File: config.mk
export PLATFORM = sky130hd
export DESIGN_NAME = pixel_crossfade_blend_top_flat
export DESIGN_NICKNAME = d
export VERILOG_FILES = /design/src/rtl/core/pcb_pkg.sv /design/src/rtl/core/pcb_if.sv /design/src/rtl/core/pcb_lane.sv /design/src/rtl/core/pixel_crossfade_blend_top.sv /design/src/flat_wrapper.sv
export SDC_FILE = /design/constraint.sdc
export NUM_CORES = 2
export LEC_CHECK = 0
export BUFFER_PORTS_ARGS = -buffer_cell sky130_fd_sc_hd__buf_2
export CAP_MARGIN = 20
export CORE_MARGIN = 4
export CORE_UTILIZATION = 58
export DETAILED_ROUTE_END_ITERATION = 6
export GPL_TIMING_DRIVEN = 1
export PLACE_DENSITY = 0.76
export SYNTH_ARGS = -nofsm -noshare
export SYNTH_HDL_FRONTEND = slang
export SYNTH_SLANG_ARGS = --single-unit
File: constraint.sdc
create_clock -name clk -period 11.4 [get_ports clk]
set_clock_uncertainty 0.2 [all_clocks]
set_input_delay 2.28 -clock clk [delete_from_list [all_inputs] [get_ports clk]]
set_output_delay 2.28 -clock clk [all_outputs]
set_load 0.01 [all_outputs]
File: src/rtl/core/pcb_pkg.sv
// ----------------------------------------------------------------------------
// pcb_pkg - shared types and constants for the pixel cross-fade blender
// Mode codes, register indexes, field masks and the divide-by-255 helper.
// ----------------------------------------------------------------------------
`default_nettype none

package pcb_pkg;

  localparam int WORD_W     = 32;
  localparam int HALF_W     = 16;
  localparam int NUM_HALF   = WORD_W / HALF_W;
  localparam int CHAN_W     = 8;
  localparam int SUM_W      = 16;
  localparam int CFG_IDX_W  = 2;
  localparam int CFG_DATA_W = 16;
  localparam int MODE_W     = 2;
  localparam int NUM_CHAN   = 3;

  // pixel_mode codes; the spare code decodes as byte mode
  localparam logic [MODE_W-1:0] MODE_BYTE   = 2'd0;
  localparam logic [MODE_W-1:0] MODE_RGB565 = 2'd1;
  localparam logic [MODE_W-1:0] MODE_RGB555 = 2'd2;

  // register indexes
  localparam logic [CFG_IDX_W-1:0] REG_PIXEL_MODE      = 2'd0;
  localparam logic [CFG_IDX_W-1:0] REG_BLEND_AMOUNT    = 2'd1;
  localparam logic [CFG_IDX_W-1:0] REG_TRANSPARENT_KEY = 2'd2;

  localparam logic [MODE_W-1:0]     PIXEL_MODE_RST      = MODE_BYTE;
  localparam logic [CHAN_W-1:0]     BLEND_AMOUNT_RST    = 8'd0;
  localparam logic [HALF_W-1:0]     TRANSPARENT_KEY_RST = 16'h39CE;

  localparam logic [CHAN_W-1:0] FULL_WEIGHT = 8'd255;
  localparam logic [HALF_W-1:0] SET_BIT15   = 16'h8000;

  // which bytes of a 16-bit lane exist for the configured word size
  typedef struct packed {
    logic lo_byte;
    logic hi_byte;
  } lane_en_t;

  // floor(x / 255), exact for x up to 255*255
  function automatic logic [CHAN_W-1:0] div255(input logic [SUM_W-1:0] x);
    logic [SUM_W:0] t;
    t = {1'b0, x} + 17'd1 + {9'd0, x[SUM_W-1:CHAN_W]};
    return t[SUM_W-1:CHAN_W];
  endfunction

endpackage

`default_nettype wire

File: src/rtl/core/pcb_if.sv
// ----------------------------------------------------------------------------
// pcb_if - channel interfaces for the pixel cross-fade blender
// Input word pair, blended output word and the register write channel.
// ----------------------------------------------------------------------------
`default_nettype none

interface pcb_in_if;
  logic        valid;
  logic        ready;
  logic [31:0] word_a;
  logic [31:0] word_b;

  modport source (output valid, output word_a, output word_b, input ready);
  modport sink   (input valid, input word_a, input word_b, output ready);
endinterface

interface pcb_out_if;
  logic        valid;
  logic        ready;
  logic [31:0] mixed_word;

  modport source (output valid, output mixed_word, input ready);
  modport sink   (input valid, input mixed_word, output ready);
endinterface

interface pcb_cfg_if;
  logic        valid;
  logic        ready;
  logic [1:0]  index;
  logic [15:0] data;

  modport source (output valid, output index, output data, input ready);
  modport sink   (input valid, input index, input data, output ready);
endinterface

`default_nettype wire

File: src/rtl/core/pcb_lane.sv
// ----------------------------------------------------------------------------
// pcb_lane - one 16-bit blend lane
// Three channel multipliers feed a register; the divide by 255 and the
// repacking for byte, rgb565 and rgb555 modes follow it.
// ----------------------------------------------------------------------------
`default_nettype none

module pcb_lane
  import pcb_pkg::*;
(
  input  wire logic              clk,
  input  wire logic              en,
  input  wire lane_en_t          lane_en,
  input  wire logic [MODE_W-1:0] mode,
  input  wire logic [CHAN_W-1:0] weight,
  input  wire logic [HALF_W-1:0] key,
  input  wire logic [HALF_W-1:0] pix_a,
  input  wire logic [HALF_W-1:0] pix_b,
  output logic      [HALF_W-1:0] mixed
);

  logic [CHAN_W-1:0] chan_a [NUM_CHAN];
  logic [CHAN_W-1:0] chan_b [NUM_CHAN];
  logic [SUM_W-1:0]  sum_next [NUM_CHAN];
  logic [CHAN_W-1:0] inv_w;

  // stage registers
  logic [SUM_W-1:0]  sum [NUM_CHAN];
  logic [MODE_W-1:0] mode_q;
  logic              a_is_key;
  logic              b_is_key;
  logic [HALF_W-1:0] pix_a_q;
  logic [HALF_W-1:0] pix_b_q;

  logic [CHAN_W-1:0] q [NUM_CHAN];
  logic [HALF_W-1:0] packed_pix;

  assign inv_w = FULL_WEIGHT - weight;

  // channel split by mode
  always_comb begin
    unique case (mode)
      MODE_RGB565: begin
        chan_a[0] = {3'd0, pix_a[4:0]};
        chan_a[1] = {2'd0, pix_a[10:5]};
        chan_a[2] = {3'd0, pix_a[15:11]};
        chan_b[0] = {3'd0, pix_b[4:0]};
        chan_b[1] = {2'd0, pix_b[10:5]};
        chan_b[2] = {3'd0, pix_b[15:11]};
      end
      MODE_RGB555: begin
        chan_a[0] = {3'd0, pix_a[4:0]};
        chan_a[1] = {3'd0, pix_a[9:5]};
        chan_a[2] = {3'd0, pix_a[14:10]};
        chan_b[0] = {3'd0, pix_b[4:0]};
        chan_b[1] = {3'd0, pix_b[9:5]};
        chan_b[2] = {3'd0, pix_b[14:10]};
      end
      default: begin
        chan_a[0] = pix_a[7:0];
        chan_a[1] = pix_a[15:8];
        chan_a[2] = '0;
        chan_b[0] = pix_b[7:0];
        chan_b[1] = pix_b[15:8];
        chan_b[2] = '0;
      end
    endcase
  end

  // a*(255-w) + b*w never exceeds 255*255
  always_comb begin
    for (int c = 0; c < NUM_CHAN; c++) begin
      sum_next[c] = SUM_W'({8'd0, chan_a[c]} * {8'd0, inv_w})
                  + SUM_W'({8'd0, chan_b[c]} * {8'd0, weight});
    end
  end

  always_ff @(posedge clk) begin
    if (en) begin
      for (int c = 0; c < NUM_CHAN; c++) begin
        sum[c] <= sum_next[c];
      end
      mode_q   <= mode;
      a_is_key <= (pix_a == key);
      b_is_key <= (pix_b == key);
      pix_a_q  <= pix_a;
      pix_b_q  <= pix_b;
    end
  end

  always_comb begin
    for (int c = 0; c < NUM_CHAN; c++) begin
      q[c] = div255(sum[c]);
    end
  end

  // repack; in rgb555 mode a keyed first pixel wins over a keyed second
  always_comb begin
    unique case (mode_q)
      MODE_RGB565: begin
        packed_pix = {q[2][4:0], q[1][5:0], q[0][4:0]};
        if (!lane_en.hi_byte) begin
          packed_pix = '0;
        end
      end
      MODE_RGB555: begin
        if (a_is_key) begin
          packed_pix = pix_b_q;
        end else if (b_is_key) begin
          packed_pix = pix_a_q;
        end else begin
          packed_pix = SET_BIT15 | {1'b0, q[2][4:0], q[1][4:0], q[0][4:0]};
        end
        if (!lane_en.hi_byte) begin
          packed_pix = '0;
        end
      end
      default: begin
        packed_pix = {q[1] & {CHAN_W{lane_en.hi_byte}},
                      q[0] & {CHAN_W{lane_en.lo_byte}}};
      end
    endcase
  end

  assign mixed = packed_pix;

endmodule

`default_nettype wire

File: src/rtl/core/pixel_crossfade_blend_top.sv
// ----------------------------------------------------------------------------
// pixel_crossfade_blend_top - two-image cross-fade, one 32-bit word a beat
// Lane array with a registered multiply stage and an output register.
// ----------------------------------------------------------------------------
// Cross-fades two images one 32-bit word per beat: every channel becomes
// (a*(255-blend_amount) + b*blend_amount)/255, truncated. pixel_mode selects
// four byte channels (code 0, and the spare code 3), two rgb565 pixels (1) or
// two rgb555 pixels with bit 15 forced and a transparent key (2). The block
// takes one word pair per clock and sustains one result per clock while the
// output is not stalled. The pipeline has two stages: the multiply register
// loads at the accepting edge and the output register loads from it once
// the output register is free. A stalled output holds the output register;
// the input side takes at most one more beat into the multiply stage and
// then drops ready until the output moves. WORD_BYTES below four leaves the
// missing byte lanes at zero; an odd count in a pixel mode zeroes the whole
// 16-bit half that holds no whole pixel. Register writes are always ready and
// should only be issued while no beat is in flight.
// ----------------------------------------------------------------------------
`default_nettype none

module pixel_crossfade_blend_top
  import pcb_pkg::*;
#(
  parameter int WORD_BYTES = 4
) (
  input  wire logic clk,
  input  wire logic rst,
  pcb_in_if.sink    pix_in,
  pcb_out_if.source pix_out,
  pcb_cfg_if.sink   cfg
);

  // lanes beyond the 32-bit word carry nothing
  localparam int LANE_BYTES = (WORD_BYTES > WORD_W / 8) ? WORD_W / 8 : WORD_BYTES;

  // configuration registers
  logic [MODE_W-1:0] pixel_mode;
  logic [CHAN_W-1:0] blend_amount;
  logic [HALF_W-1:0] transparent_key;

  // pipeline control
  logic              s1_valid;
  logic              out_valid;
  logic              s1_adv;
  logic              in_ready;
  logic [WORD_W-1:0] mixed_next;
  logic [WORD_W-1:0] mixed_word;

  assign cfg.ready = 1'b1;

  always_ff @(posedge clk) begin
    if (rst) begin
      pixel_mode      <= PIXEL_MODE_RST;
      blend_amount    <= BLEND_AMOUNT_RST;
      transparent_key <= TRANSPARENT_KEY_RST;
    end else if (cfg.valid) begin
      unique case (cfg.index)
        REG_PIXEL_MODE:      pixel_mode      <= cfg.data[MODE_W-1:0];
        REG_BLEND_AMOUNT:    blend_amount    <= cfg.data[CHAN_W-1:0];
        REG_TRANSPARENT_KEY: transparent_key <= cfg.data;
        default: ;  // no register at this index
      endcase
    end
  end

  // output register frees when empty or taken this cycle
  assign s1_adv   = !out_valid || pix_out.ready;
  assign in_ready = !s1_valid || s1_adv;
  assign pix_in.ready = in_ready;

  // lane array: each lane owns one 16-bit half of the word
  for (genvar h = 0; h < NUM_HALF; h++) begin : g_lane
    lane_en_t lane_en;

    assign lane_en.lo_byte = (2 * h < LANE_BYTES);
    assign lane_en.hi_byte = (2 * h + 1 < LANE_BYTES);

    pcb_lane u_lane (
      .clk    (clk),
      .en     (in_ready),
      .lane_en(lane_en),
      .mode   (pixel_mode),
      .weight (blend_amount),
      .key    (transparent_key),
      .pix_a  (pix_in.word_a[h*HALF_W +: HALF_W]),
      .pix_b  (pix_in.word_b[h*HALF_W +: HALF_W]),
      .mixed  (mixed_next[h*HALF_W +: HALF_W])
    );
  end

  always_ff @(posedge clk) begin
    if (rst) begin
      s1_valid  <= 1'b0;
      out_valid <= 1'b0;
    end else begin
      if (in_ready) begin
        s1_valid <= pix_in.valid;
      end
      if (s1_adv) begin
        out_valid <= s1_valid;
      end
    end
  end

  // merge: lanes land side by side in the output register
  always_ff @(posedge clk) begin
    if (s1_adv && s1_valid) begin
      mixed_word <= mixed_next;
    end
  end

  assign pix_out.valid      = out_valid;
  assign pix_out.mixed_word = mixed_word;

endmodule

`default_nettype wire
File: src/flat_wrapper.sv
// flat-port wrapper written by rule: the top's interface ports become plain ports
module pixel_crossfade_blend_top_flat import pcb_pkg::*;
#(
  parameter int WORD_BYTES = 4
)
  (clk, rst, pix_in_valid, pix_in_word_a, pix_in_word_b, pix_in_ready, pix_out_valid, pix_out_mixed_word, pix_out_ready, cfg_valid, cfg_index, cfg_data, cfg_ready);
  pcb_in_if pix_in_i ();
  pcb_out_if pix_out_i ();
  pcb_cfg_if cfg_i ();
  input  wire logic clk;
  input  wire logic rst;
  input wire logic [$bits(pix_in_i.valid)-1:0] pix_in_valid;
  input wire logic [$bits(pix_in_i.word_a)-1:0] pix_in_word_a;
  input wire logic [$bits(pix_in_i.word_b)-1:0] pix_in_word_b;
  output wire logic [$bits(pix_in_i.ready)-1:0] pix_in_ready;
  output wire logic [$bits(pix_out_i.valid)-1:0] pix_out_valid;
  output wire logic [$bits(pix_out_i.mixed_word)-1:0] pix_out_mixed_word;
  input wire logic [$bits(pix_out_i.ready)-1:0] pix_out_ready;
  input wire logic [$bits(cfg_i.valid)-1:0] cfg_valid;
  input wire logic [$bits(cfg_i.index)-1:0] cfg_index;
  input wire logic [$bits(cfg_i.data)-1:0] cfg_data;
  output wire logic [$bits(cfg_i.ready)-1:0] cfg_ready;
  assign pix_in_i.valid = pix_in_valid;
  assign pix_in_i.word_a = pix_in_word_a;
  assign pix_in_i.word_b = pix_in_word_b;
  assign pix_in_ready = pix_in_i.ready;
  assign pix_out_valid = pix_out_i.valid;
  assign pix_out_mixed_word = pix_out_i.mixed_word;
  assign pix_out_i.ready = pix_out_ready;
  assign cfg_i.valid = cfg_valid;
  assign cfg_i.index = cfg_index;
  assign cfg_i.data = cfg_data;
  assign cfg_ready = cfg_i.ready;
  pixel_crossfade_blend_top #(.WORD_BYTES(WORD_BYTES)) u_core (.clk(clk), .rst(rst), .pix_in(pix_in_i), .pix_out(pix_out_i), .cfg(cfg_i));
endmodule
==> flow_metrics.py <==
metrics = {
    "logic_synthesis": {
        "syn_inst": 3542,
        "synth-seq-cells": 226,
        "ys.flop_type": "edfxtp_1",
        "yosysSeqAreaShare_pct": 18.9,
        "synth-warning-count": 0,
        "synth_area_sq_um": 34300,
        "post_synth_num_cell_types": 71,
        "ys_async_sr_fraction_pct": 0,
        "avgSynthCellArea_sq_um": 9.70,
        "synth-edff-count": 198,
    },
    "worst_hold_path": {
        "holdCritPathClass": "flop to flop",
    },
    "sta": {
        "fin_tns_setup_ns": 0,
        "relSlewSlack_pct": 23.1,
        "setup_viol": 0,
        "finalHoldViolCount": 0,
        "min_period_ns": 7.79,
        "fin_crit_sh_pct": 68.3,
        "slew_violations": 0,
        "grt_setup_unrepaired": "no",
        "fin_worst_hold_slack_ns": 0.283,
        "timing.fmax_mhz": 128,
        "tightest_slew_ns": 1.15,
    },
    "clocking": {
        "clockBufferDepth": 3,
        "root_buffer": "clkbuf_16",
        "cts-htree-levels": 1,
        "ctsResizeCount": 0,
        "cts.sinks": 226,
        "clk_pin_slew_ns": 0.06,
        "post_cts_buffers": 0,
        "cts_buffers": 26,
        "cts_tree": "done",
        "cts_hold_buf": 0,
        "worstSkewPairLatency_ns": 0.57,
    },
    "global_routing": {
        "gr-total-overflow": 0,
        "grt_max_degree": 84,
        "grt_pass1_vias": 25633,
        "grt_pass1_wl_mm": 135,
        "grt_use_total_pct": 26.8,
        "grt_antenna_before_repair": 8,
    },
    "placement": {
        "port_buffers": 120,
        "dp_hpwl_mm": 65.5,
        "dpl_cell_area_sq_um": 35500,
        "globalplace.congestion": 0.932,
    },
    "cells_and_area": {
        "area_growth_pct": 5.81,
        "nNetsFinal": 4566,
        "fillers": 4848,
        "multi_input_area_sq_um": 24500,
        "regArea_sq_um": 6520,
        "fin_area_sq_um": 36300,
        "drive_gt1_share_pct": 8.57,
    },
    "setup_path": {
        "critPathArrivalTime_ns": 7.89,
        "critPathMaxFanout": 8,
        "cp.required_ns": 11.50,
        "startpoint_type": "input port",
        "setup.worst_path.end_class": "flop",
        "criticalPathCategory": "input port to flop",
        "r2r_slack_ns": 3.71,
    },
    "die": {
        "start_util_pct": 59.1,
        "io_pins": 122,
        "coreArea_sq_um": 58100,
        "die_w_microns": 251,
        "rows": 88,
        "fp.dieArea_sq_um": 63200,
        "die_h_microns": 251,
    },
    "power": {
        "power_density_nw_per_um2": 207,
        "ir_drop_v": 0.000272,
        "p_leak_nw": 18.4,
    },
    "status": {
        "status": "complete, no violations",
    },
    "drt": {
        "wl_mm": 83.1,
        "dr.first_iter.drc_count": 1932,
        "avgViaCountPerCell": 5.66,
        "vias": 24603,
        "wl_per_cell_microns": 19.1,
        "ant_nets": 0,
        "firstDrtPassIters": 7,
        "drcViolationCount": 0,
    },
    "flow_run": {
        "drv_cap": 0,
    },
}
==> cell usage in the layout (no fill, tap or decap), drive strengths merged, types with 48 or more instances in the layout <==
cell / Yosys / final
and2: 144 / 144
buf: 19 / 141
fa: 494 / 494
a21oi: 73 / 73
or2: 96 / 96
o21ai: 58 / 58
a22oi: 48 / 48
nand2b: 78 / 78
and3: 60 / 60
nor2b: 105 / 105
nor2: 218 / 218
nand2: 150 / 150
ha: 424 / 424
xnor2: 156 / 156
inv: 734 / 736
edfxtp: 198 / 198
==> worst paths after layout <==
| kind | start | endpoint | depth (start not counted) |
|---|---|---|---|
| worst max register to register | u_core.pixel_mode[0] | u_core.g_lane[0].u_lane.sum[0][31] | 23 |
| worst max-delay path | pix_in_word_a[11] | u_core.g_lane[0].u_lane.sum[0][31] | 21 |
| worst min register to register | u_core.pixel_mode[0] | u_core.g_lane[0].u_lane.mode_q[0] | 0 |
| worst min-delay path | u_core.pixel_mode[0] | u_core.g_lane[0].u_lane.mode_q[0] | 0 |
==> metal layers <==
metal	GRT usage, %	share of wire (%)	vias up	wire length (microns)
met5	0	0.047	-	39
met4	7.43	2.8	6	2360
met3	6.05	10	135	8440
met2	43.9	47	995	38700
met1	36.4	40	12231	33600
li1	-	-	11236	-
==> stage by stage <==
step | instances | util [%] | setup WS, ns | power, W
after global placement | 4298 | 61.1 | 3.14 | 0.00657
after detailed placement | 4298 | 61.1 | 3.05 | 0.00670
after floorplan | 3543 | - | 3.03 | 0.00556
final | 4350 | 62.5 | 3.61 | 0.00754
after CTS | 4346 | 62.5 | 3.64 | 0.00757
after global routing | 4346 | 62.5 | 3.31 | 0.00836
==> power by group <==
group | leakage (nW) | internal [W] | switching [W]
combinational | 15.6 | 0.00232 | 0.00287
clock | 0.417 | 0.000478 | 0.000365
sequential | 2.35 | 0.00137 | 0.000135
total | 18.4 | 0.00417 | 0.00337
==> worst max-delay path: stages <==
cell and delay [ns]:
buf_2 0.15, a22oi_1 0.67, nor2_1 0.15, fa_1 0.56
inv_1 0.05, fa_1 0.47, inv_1 0.05, fa_1 0.48
fa_1 0.51, fa_1 0.49, inv_1 0.05, fa_1 0.47
inv_1 0.04, ha_1 0.32, o21ai_1 0.16, a21oi_1 0.12
and4_1 0.21, a211oi_1 0.33, a21oi_1 0.13, nor2_1 0.12
xnor2_1 0.09
==> sequential cells by signal, summed over array words and instances, names as in the netlist <==
register / flops
u_core.g_lane.u_lane.sum: 96
u_core.g_lane.u_lane.pix_a_q: 32
u_core.g_lane.u_lane.pix_b_q: 32
u_core.pix_out.mixed_word: 32
u_core.transparent_key: 16
u_core.blend_amount: 8
u_core.g_lane.u_lane.a_is_key: 2
u_core.g_lane.u_lane.b_is_key: 2
u_core.g_lane.u_lane.mode_q: 2
u_core.pixel_mode: 2
u_core.pix_out.valid: 1
u_core.s1_valid: 1
==> final cells by class <==
| class | count | area share, % |
|---|---|---|
| inverter | 734 | 7.58 |
| clock buffer | 30 | 1.89 |
| timing repair buffer | 141 | 2.09 |
| sequential | 226 | 17.9 |
| tap | 765 | 2.63 |
| clock inverter | 18 | 0.420 |
| multi-input combinational | 2432 | 67.4 |
| antenna | 4 | 0.0275 |
==> cells in the mapped netlist, types with 5 or more instances <==
library cell  instances  area [sq um]
a211oi_1             11          82.6
a21o_1               15           113
a21oi_1              71           355
a22o_1               22           193
a22oi_1              48           360
and2_1              143           895
and3_1               60           375
buf_1                17          63.8
clkbuf_1            128           480
dfxtp_1              28           561
edfxtp_1            198          5950
fa_1                494          9890
ha_1                424          5310
inv_1               734          2760
mux2i_1               9          90.1
nand2_1             150           563
nand2b_1             78           488
nand3_1              42           210
nand3b_1             11          82.6
nand4_1              23           144
nor2_1              218           818
nor2b_1             105           657
nor3_1               26           130
nor4_1                6          37.5
o211a_1               5          50.1
o211ai_1             11          82.6
o21a_1               23           173
o21ai_0              31           155
o21ai_1              25           125
o21bai_1             12          90.1
o221ai_1             11          96.3
o22ai_1              12          75.1
or2_2                95           594
xnor2_1             156          1370
xor2_1               29           254
==> cell families (layout without fill, tap and decap cells) <==
logic type | after synthesis | count (layout) | synth area share (%)
flip-flops | 226 | 226 | 18.9
multiplexers | 11 | 11 | 0.328
XOR/XNOR | 185 | 185 | 4.72
AO/OA/AOI/OAI | 344 | 344 | 7.09
buffers and inverters | 885 | 923 | 9.81
AND/OR/NAND/NOR | 971 | 971 | 14.9
adder cells (fa/ha/maj) | 918 | 918 | 44.2
other | 2 | 7 | 0.0219
(Power assumes the default switching activity.)
